==> config.mk <==
export PLATFORM = sky130hd
export DESIGN_NAME = sha1_stream_hasher
export DESIGN_NICKNAME = d
export VERILOG_FILES = /design/src/hdl/sha1_pkg.sv /design/src/hdl/sha1_front.sv /design/src/hdl/sha1_fifo.sv /design/src/hdl/sha1_core.sv /design/src/hdl/sha1_stream_hasher.sv
export SDC_FILE = /design/constraint.sdc
export NUM_CORES = 2
export LEC_CHECK = 0
export ABC_CLOCK_PERIOD_IN_PS = 43700
export BUFFER_PORTS_ARGS = -buffer_cell sky130_fd_sc_hd__buf_4
export CAP_MARGIN = 20
export CORE_MARGIN = 2
export CORE_UTILIZATION = 50
export DETAILED_ROUTE_END_ITERATION = 10
export GPL_ROUTABILITY_DRIVEN = 1
export PLACE_DENSITY = 0.76
export SETUP_SLACK_MARGIN = 0.5
export SKIP_CTS_REPAIR_TIMING = 1
export SYNTH_ARGS = -nofsm -noshare
export SYNTH_HDL_FRONTEND = slang
export SYNTH_HIERARCHICAL = 1
export SYNTH_SLANG_ARGS = --single-unit
export TNS_END_PERCENT = 30
==> constraint.sdc <==
create_clock -name clk -period 43.7 [get_ports clk]
set_input_delay 6.555 -clock clk [delete_from_list [all_inputs] [get_ports clk]]
set_output_delay 6.555 -clock clk [all_outputs]
set_load 0.01 [all_outputs]
==> src/hdl/sha1_pkg.sv <==
`timescale 1ns / 1ps
// ----------------------------------------------------------------------------
// sha1_pkg
// Shared types, constants and round helpers of the streaming SHA-1 hasher.
// ----------------------------------------------------------------------------
package sha1_pkg;

	localparam int QUEUE_DEPTH = 2;
	localparam int BLOCK_BITS  = 512;
	localparam int BLOCK_WORDS = 16;
	localparam int CHAIN_WORDS = 5;
	localparam int LAST_ROUND  = 79;

	localparam logic [7:0] PAD_BYTE = 8'h80;

	localparam logic [31:0] K_00_19 = 32'h5a827999;
	localparam logic [31:0] K_20_39 = 32'h6ed9eba1;
	localparam logic [31:0] K_40_59 = 32'h8f1bbcdc;
	localparam logic [31:0] K_60_79 = 32'hca62c1d6;

	localparam logic [31:0] H_INIT [CHAIN_WORDS] = '{
		32'h67452301, 32'hefcdab89, 32'h98badcfe, 32'h10325476, 32'hc3d2e1f0
	};

	typedef struct packed {
		logic [7:0] data_byte;
		logic       has_byte;
		logic       end_of_message;
	} msg_item_t;

	typedef struct packed {
		logic [31:0] digest_word;
		logic [2:0]  word_index;
		logic        last_word;
	} dig_item_t;

	// one 64-byte block for the compression core; last marks the final block
	typedef struct packed {
		logic                  last;
		logic [BLOCK_BITS-1:0] block;
	} job_t;

	function automatic logic [31:0] rotl(input logic [31:0] v, input int s);
		rotl = (v << s) | (v >> (32 - s));
	endfunction

	function automatic logic [31:0] round_k(input logic [6:0] t);
		if (t < 7'd20)
			round_k = K_00_19;
		else if (t < 7'd40)
			round_k = K_20_39;
		else if (t < 7'd60)
			round_k = K_40_59;
		else
			round_k = K_60_79;
	endfunction

	function automatic logic [31:0] round_f(input logic [6:0] t, input logic [31:0] b,
		input logic [31:0] c, input logic [31:0] d);
		if (t < 7'd20)
			round_f = (b & c) | (~b & d);
		else if (t < 7'd40)
			round_f = b ^ c ^ d;
		else if (t < 7'd60)
			round_f = (b & c) | (b & d) | (c & d);
		else
			round_f = b ^ c ^ d;
	endfunction

endpackage

==> src/hdl/sha1_front.sv <==
`timescale 1ns / 1ps
// ----------------------------------------------------------------------------
// sha1_front
// Packs message bytes big-endian into blocks, builds the padding blocks at
// end of message and hands each block to the job queue.
// ----------------------------------------------------------------------------
module sha1_front import sha1_pkg::*; (
	input  logic      clk,
	input  logic      arst_n,
	input  logic      msg_valid,
	output logic      msg_stall,
	input  msg_item_t msg_item,
	output logic      push,
	output job_t      push_job,
	input  logic      q_full
);

	localparam logic [1:0] ST_ACC = 2'd0;
	localparam logic [1:0] ST_PAD = 2'd1;
	localparam logic [1:0] ST_LEN = 2'd2;

	logic [1:0]            state_q;
	logic [5:0]            cnt_q;
	logic [60:0]           len_q;
	logic [BLOCK_BITS-1:0] blk_q;

	logic                  take;
	logic [BLOCK_BITS-1:0] blk_byte;
	logic [BLOCK_BITS-1:0] pad_blk;
	logic [BLOCK_BITS-1:0] len_blk;
	logic [63:0]           len_bits;
	logic                  two_blocks;

	assign msg_stall  = (state_q != ST_ACC) || q_full;
	assign take       = msg_valid && !msg_stall;
	assign len_bits   = {len_q, 3'b000};
	assign two_blocks = cnt_q >= 6'd56;

	always_comb begin
		blk_byte = blk_q;
		pad_blk  = '0;
		for (int p = 0; p < 64; p++) begin
			if (6'(p) == cnt_q) begin
				blk_byte[BLOCK_BITS-1-8*p -: 8] = msg_item.data_byte;
				pad_blk[BLOCK_BITS-1-8*p -: 8]  = PAD_BYTE;
			end else if (6'(p) < cnt_q) begin
				pad_blk[BLOCK_BITS-1-8*p -: 8]  = blk_q[BLOCK_BITS-1-8*p -: 8];
			end
		end
		len_blk       = pad_blk;
		len_blk[63:0] = len_bits;
	end

	always_comb begin
		push           = 1'b0;
		push_job.last  = 1'b0;
		push_job.block = blk_byte;
		unique case (state_q)
			ST_ACC: begin
				push = take && msg_item.has_byte && (cnt_q == 6'd63);
			end
			ST_PAD: begin
				push = !q_full;
				if (two_blocks) begin
					push_job.block = pad_blk;
				end else begin
					push_job.last  = 1'b1;
					push_job.block = len_blk;
				end
			end
			ST_LEN: begin
				push           = !q_full;
				push_job.last  = 1'b1;
				push_job.block = {{(BLOCK_BITS-64){1'b0}}, len_bits};
			end
			default: begin
				push = 1'b0;
			end
		endcase
	end

	always_ff @(posedge clk or negedge arst_n) begin
		if (!arst_n) begin
			state_q <= ST_ACC;
			cnt_q   <= '0;
			len_q   <= '0;
		end else begin
			unique case (state_q)
				ST_ACC: begin
					if (take) begin
						if (msg_item.has_byte) begin
							cnt_q <= cnt_q + 6'd1;
							len_q <= len_q + 61'd1;
						end
						if (msg_item.end_of_message)
							state_q <= ST_PAD;
					end
				end
				ST_PAD: begin
					if (push) begin
						if (two_blocks) begin
							state_q <= ST_LEN;
						end else begin
							state_q <= ST_ACC;
							cnt_q   <= '0;
							len_q   <= '0;
						end
					end
				end
				ST_LEN: begin
					if (push) begin
						state_q <= ST_ACC;
						cnt_q   <= '0;
						len_q   <= '0;
					end
				end
				default: begin
					state_q <= ST_ACC;
				end
			endcase
		end
	end

	// block bytes: payload only
	always_ff @(posedge clk) begin
		if (take && msg_item.has_byte)
			blk_q <= blk_byte;
	end

endmodule

==> src/hdl/sha1_fifo.sv <==
`timescale 1ns / 1ps
// ----------------------------------------------------------------------------
// sha1_fifo
// Short queue of block jobs between the byte packer and the compression core.
// ----------------------------------------------------------------------------
module sha1_fifo import sha1_pkg::*; #(
	parameter int Depth = QUEUE_DEPTH
) (
	input  logic clk,
	input  logic arst_n,
	input  logic push,
	input  job_t push_job,
	output logic full,
	input  logic pop,
	output logic head_valid,
	output job_t head_job
);

	localparam int AW = (Depth > 1) ? $clog2(Depth) : 1;
	localparam int CW = $clog2(Depth + 1);

	job_t          slot_q [Depth];
	logic [AW-1:0] wr_q;
	logic [AW-1:0] rd_q;
	logic [CW-1:0] cnt_q;
	logic          do_push;
	logic          do_pop;

	assign full       = cnt_q == CW'(Depth);
	assign head_valid = cnt_q != '0;
	assign head_job   = slot_q[rd_q];
	assign do_push    = push && !full;
	assign do_pop     = pop && head_valid;

	always_ff @(posedge clk or negedge arst_n) begin
		if (!arst_n) begin
			wr_q  <= '0;
			rd_q  <= '0;
			cnt_q <= '0;
		end else begin
			if (do_push)
				wr_q <= (wr_q == AW'(Depth - 1)) ? '0 : wr_q + AW'(1);
			if (do_pop)
				rd_q <= (rd_q == AW'(Depth - 1)) ? '0 : rd_q + AW'(1);
			if (do_push && !do_pop)
				cnt_q <= cnt_q + CW'(1);
			else if (do_pop && !do_push)
				cnt_q <= cnt_q - CW'(1);
		end
	end

	always_ff @(posedge clk) begin
		if (do_push)
			slot_q[wr_q] <= push_job;
	end

endmodule

==> src/hdl/sha1_core.sv <==
`timescale 1ns / 1ps
// ----------------------------------------------------------------------------
// sha1_core
// 80-round SHA-1 compression, one round per cycle with a rolling 16-word
// schedule; sends the digest word by word after the final block.
// ----------------------------------------------------------------------------
module sha1_core import sha1_pkg::*; (
	input  logic      clk,
	input  logic      arst_n,
	input  logic      q_valid,
	input  job_t      q_job,
	output logic      q_pop,
	output logic      dig_valid,
	input  logic      dig_stall,
	output dig_item_t dig_item
);

	localparam logic [1:0] ST_IDLE = 2'd0;
	localparam logic [1:0] ST_RND  = 2'd1;
	localparam logic [1:0] ST_ADD  = 2'd2;
	localparam logic [1:0] ST_OUT  = 2'd3;

	logic [1:0]  state_q;
	logic [6:0]  rnd_q;
	logic        last_q;
	logic [2:0]  idx_q;
	logic [31:0] chain_q [CHAIN_WORDS];
	logic [31:0] a_q, b_q, c_q, d_q, e_q;
	logic [31:0] win_q [BLOCK_WORDS];

	logic [31:0] tmp;
	logic [31:0] w_next;

	assign q_pop     = (state_q == ST_IDLE) && q_valid;
	assign dig_valid = state_q == ST_OUT;

	assign dig_item.digest_word = chain_q[idx_q];
	assign dig_item.word_index  = idx_q;
	assign dig_item.last_word   = idx_q == 3'(CHAIN_WORDS - 1);

	assign tmp    = rotl(a_q, 5) + round_f(rnd_q, b_q, c_q, d_q) + e_q
		+ round_k(rnd_q) + win_q[0];
	assign w_next = rotl(win_q[13] ^ win_q[8] ^ win_q[2] ^ win_q[0], 1);

	always_ff @(posedge clk or negedge arst_n) begin
		if (!arst_n) begin
			state_q <= ST_IDLE;
			rnd_q   <= '0;
			last_q  <= 1'b0;
			idx_q   <= '0;
			for (int i = 0; i < CHAIN_WORDS; i++)
				chain_q[i] <= H_INIT[i];
		end else begin
			unique case (state_q)
				ST_IDLE: begin
					if (q_pop) begin
						state_q <= ST_RND;
						rnd_q   <= '0;
						last_q  <= q_job.last;
					end
				end
				ST_RND: begin
					rnd_q <= rnd_q + 7'd1;
					if (rnd_q == 7'(LAST_ROUND))
						state_q <= ST_ADD;
				end
				ST_ADD: begin
					chain_q[0] <= chain_q[0] + a_q;
					chain_q[1] <= chain_q[1] + b_q;
					chain_q[2] <= chain_q[2] + c_q;
					chain_q[3] <= chain_q[3] + d_q;
					chain_q[4] <= chain_q[4] + e_q;
					idx_q      <= '0;
					state_q    <= last_q ? ST_OUT : ST_IDLE;
				end
				ST_OUT: begin
					if (!dig_stall) begin
						if (dig_item.last_word) begin
							// message done: back to the initial chain
							state_q <= ST_IDLE;
							for (int i = 0; i < CHAIN_WORDS; i++)
								chain_q[i] <= H_INIT[i];
						end else begin
							idx_q <= idx_q + 3'd1;
						end
					end
				end
				default: begin
					state_q <= ST_IDLE;
				end
			endcase
		end
	end

	// working variables and schedule window: payload only
	always_ff @(posedge clk) begin
		if (q_pop) begin
			a_q <= chain_q[0];
			b_q <= chain_q[1];
			c_q <= chain_q[2];
			d_q <= chain_q[3];
			e_q <= chain_q[4];
			for (int i = 0; i < BLOCK_WORDS; i++)
				win_q[i] <= q_job.block[BLOCK_BITS-1-32*i -: 32];
		end else if (state_q == ST_RND) begin
			a_q <= tmp;
			b_q <= a_q;
			c_q <= rotl(b_q, 30);
			d_q <= c_q;
			e_q <= d_q;
			// advance the window; the new tail is w[t+16]
			for (int i = 0; i < BLOCK_WORDS - 1; i++)
				win_q[i] <= win_q[i+1];
			win_q[BLOCK_WORDS-1] <= w_next;
		end
	end

endmodule

==> src/hdl/sha1_stream_hasher.sv <==
`timescale 1ns / 1ps
// ----------------------------------------------------------------------------
// sha1_stream_hasher
// Streaming SHA-1: message bytes in, five 32-bit digest words out.
// ----------------------------------------------------------------------------
// Usage:
//   msg channel (msg_valid / msg_stall / msg_item): one word per item, holding
//   an optional message byte and an end-of-message flag. A byte with end set
//   is absorbed before padding.
//   dig channel (dig_valid / dig_stall / dig_item): after end of message the
//   five digest words leave in order, word_index 0..4, last_word on the fifth.
// Timing:
//   bytes are taken one per cycle into the packing buffer while msg_stall
//   is low. Every 64th byte hands a block to a job queue (QueueDepth
//   entries); the core runs it as pop, 80 rounds at one per cycle, then
//   chain add. With the queue full the input stalls. After end of message,
//   padding takes one or two queue pushes; the first digest word is offered
//   once the last padding block has been through the core.
// Reset and back pressure:
//   reset clears the counters and queue and returns the chain to the
//   SHA-1 initial values. While dig_stall is high the current digest word
//   holds; input still fills the buffer and queue until they are full.
// ----------------------------------------------------------------------------
module sha1_stream_hasher import sha1_pkg::*; #(
	parameter int QueueDepth = QUEUE_DEPTH
) (
	input  logic      clk,
	input  logic      arst_n,
	input  logic      msg_valid,
	output logic      msg_stall,
	input  msg_item_t msg_item,
	output logic      dig_valid,
	input  logic      dig_stall,
	output dig_item_t dig_item
);

	logic push;
	job_t push_job;
	logic q_full;
	logic q_pop;
	logic q_valid;
	job_t q_job;

	sha1_front u_front (
		.clk       (clk),
		.arst_n    (arst_n),
		.msg_valid (msg_valid),
		.msg_stall (msg_stall),
		.msg_item  (msg_item),
		.push      (push),
		.push_job  (push_job),
		.q_full    (q_full)
	);

	sha1_fifo #(
		.Depth (QueueDepth)
	) u_fifo (
		.clk        (clk),
		.arst_n     (arst_n),
		.push       (push),
		.push_job   (push_job),
		.full       (q_full),
		.pop        (q_pop),
		.head_valid (q_valid),
		.head_job   (q_job)
	);

	sha1_core u_core (
		.clk       (clk),
		.arst_n    (arst_n),
		.q_valid   (q_valid),
		.q_job     (q_job),
		.q_pop     (q_pop),
		.dig_valid (dig_valid),
		.dig_stall (dig_stall),
		.dig_item  (dig_item)
	);

endmodule

==> impl_results.md <==
* Total grt overflow at 0
* # DRC at 0
* Clock Sinks at between 2k and 2.5k
* RSZ-0062 raised after global routing: false
* Slew Viols, Final at 70
* Top delay family on crit path: buffers and inverters
* Die footprint at around 250000 um^2
* Slowest cell on crit path: and3_4
* Fraction of layout cells with a size suffix above 1 at ~17%
* Avg Cell Area, Syn at roughly 12 um^2
* Failing checks: slew limit
* Reg2Reg Setup Slack at 34.76 ns
* Slowest stage delay, CP at roughly 0.94 ns
* Routability cong. at 0.966
* Startpoint Class: primary input
* Placed Cells incl. Taps at approximately 13k
* Synth Cell Area at 122000 um^2
* Clk_lat worst skew at 0.96 ns
* Max Cap Viol at 0
* DIE WIDTH at ~500 um
* Seq/Total Area, Yosys at 59.5%
* Final-report hold violation count at 0
* WP data required at approximately 44 ns
* Drt via density at just over 6
* Distinct cell type count after synthesis at 99
* DIE HEIGHT at between 400 and 500 um
* Fmax at a little under 90 MHz
* Final HPWL DP at a little over 200000 um
* Starting Density at between 50% and 60%
* Final ANT Viol Nets at 0
* Crit-path cells: buf_4 > nor2b_1 > nand3_1 > inv_8 > nand3_1 > a21oi_1 > and3_4 > buf_4 > buf_4 > buf_12
* Asr flop ratio synth at 10.0%
* First-pass DRT Iterations at 6
* Vias in the first global route at 80.0k
* Final nets at slightly above 10k
* Most common cell on crit path: buf_4
* IO Count at 52
* Critical path arrival at about 12 ns
* P&R area growth vs syn at 9.52%
* I/O Buffers at between 50 and 60
* Kind of critical path: primary input to flip-flop
* Tcrit/Tclk final at 25.8%
* Avg WL per Cell at ~25 um
* Cell Rows at around 180
* TNS Setup at 0 ns
* Post-synth EDFFs at between 2k and 2.5k
* Max-slew headroom at -6.30%
* Setup crit end kind: flip-flop
* First-pass GRT wire length at slightly below 500000 um
* Clock Skews at approximately 0.072 ns
* Post-Syn Instances at slightly below 10k
* Main flop type after synthesis: edfxtp_1
* Setup violations, final at 0
* Hold path cells at 2
* Core ar. at about 240000 um^2
* Hold Crit Class: flip-flop to flip-flop
* Status: complete, but fails checks
* Total Routing Usage GR at 26.1%
* Worst path bufs/invs at 5
* Post-route minimum period at about 11 ns
* H-tree levels at 5
* Initial drt markers at slightly above 10k
* Post-Layout Cell Count at 13.1k
* Initial antenna violation count at 12
* Critical path fanouts, max at 139
* Clock Tree Buf Depth at 4
* Clock slew at reported path FFs at about 0.060 ns
* Syn Nets at between 10k and 15k
* Synth Warn # at 6
* Total Routed Length at around 330000 um
* Total CTS buffers at around 270
* Critical Path Stages at 10
* Yosys reg bits at around 2.5k
* TritonCTS clock tree: yes
* Via count at about 81k
* Root Buffer: clkbuf_16
* Reg2Reg Depth at 23
* Pin count of the biggest net entering global routing at around 180
* Worst Tran Pin Value at between 1.5 and 2 ns
## registers in the layout, summed over array words and instances (netlist names), 2 cells and up
| signal | flops |
|---|---|
| u_fifo/slot_q | 1026 |
| u_core/win_q | 512 |
| u_front/blk_q | 512 |
| u_core/chain_q | 160 |
| u_front/len_q | 61 |
| u_core/a_q | 32 |
| u_core/b_q | 32 |
| u_core/c_q | 32 |
| u_core/d_q | 32 |
| u_core/e_q | 32 |
| u_core/rnd_q | 7 |
| u_front/cnt_q | 6 |
| u_core/idx_q | 3 |
| u_core/state_q | 2 |
| u_fifo/cnt_q | 2 |
| u_front/state_q | 2 |
## final timing paths
check / end / start
setup reg to reg: u_core/a_q[31] / u_core/rnd_q[4]
setup / recovery: u_fifo/slot_q[1][149] / msg_valid
hold / removal: u_core/win_q[0][112] / u_core/win_q[0][144]
hold reg to reg: u_core/win_q[0][112] / u_core/win_q[0][144]
max in group asynchronous: u_front/len_q[45] / arst_n
min in group asynchronous: u_core/chain_q[9] / arst_n
## layer usage
metal	GRT usage (%)	part of all wire (%)
met4	11.6	4.8
met1	34.6	39
met5	0	0.0060
met2	41.6	46
met3	5.06	10
## synthesized netlist by cell type (all sizes together), types with 42 or more instances
master,instances,area [um^2]
nand4,51,325
nor2,333,1250
mux2,942,12300
nand3,136,681
inv,306,1150
dfstp,80,2100
and2,42,263
buf,104,915
nand2b,42,263
fa,125,2500
xnor2,179,1570
clkbuf,455,1710
ha,207,2590
nor3,57,310
dfrtp,166,4150
edfxtp,2210,66400
a22o,381,3340
a21oi,316,1590
and3,47,294
xor2,77,674
a21o,102,766
o21ai,380,1900
nand2,2412,9060
## cells in the final DEF, fill, tap and decap left out, types with 40 or more instances in the layout
master / netlist / layout
nand4_1: 50 / 50
a22o_1: 381 / 381
clkinv_2: 0 / 40
inv_1: 305 / 302
mux2_2: 482 / 482
o21ai_0: 355 / 355
nor2_1: 333 / 327
edfxtp_1: 2210 / 2210
a21o_1: 102 / 102
nand2b_1: 42 / 41
nand3_1: 136 / 136
xor2_1: 77 / 77
a21oi_1: 315 / 313
dfstp_2: 80 / 80
clkbuf_1: 454 / 52
dfrtp_1: 166 / 164
buf_4: 0 / 162
clkinv_1: 2 / 48
mux2_4: 460 / 460
nand2_1: 2411 / 2406
xnor2_1: 179 / 179
clkbuf_16: 0 / 282
nor3_1: 52 / 52
ha_1: 207 / 205
and2_1: 41 / 40
fa_1: 125 / 125
and3_1: 47 / 46
## cell type report
cell class                      count  area [um^2]
Timing Repair Buffer              184         1570
Multi-Input combinational cell   6507        45800
Clock buffer                      340         7330
Antenna cell                        5         12.5
Sequential cell                  2456        72600
Tap cell                         3202         4010
Fill cell                       19200       109000
Inverter                          308         1180
Clock inverter                    125         1180
## cell families after synthesis
logic type / share of synthesized area (%)
DFF: 59.5
AOI/OAI and AO/OA: 9.28
buffers and inverters: 3.10
and+or+nand+nor: 11.1
adders and majority gates: 4.17
muxes: 11.0
xor gates and xnor gates: 1.84
## stage by stage
stage	hold WS, ns	utilization (%)	setup slack (ns)	instance area, um^2
2_1_floorplan	0.456	-	3.08	122000
3_3_place_gp	0.489	51.5	31.41	125000
3_5_place_dp	0.483	51.5	31.41	125000
4_1_cts	0.482	55.0	32.40	134000
5_1_grt	0.516	55.0	32.05	134000
6_report	0.481	55.0	32.43	134000
## tightest hold or removal path, stage by stage, from the launching register on
cell	delay, ns
edfxtp_1	0.32
nand2_1	0.06
nand2_1	0.05
Power is left out: the tool's default activity adds up to more than one toggle a clock period on the data nets, which glitch-free logic cannot reach.
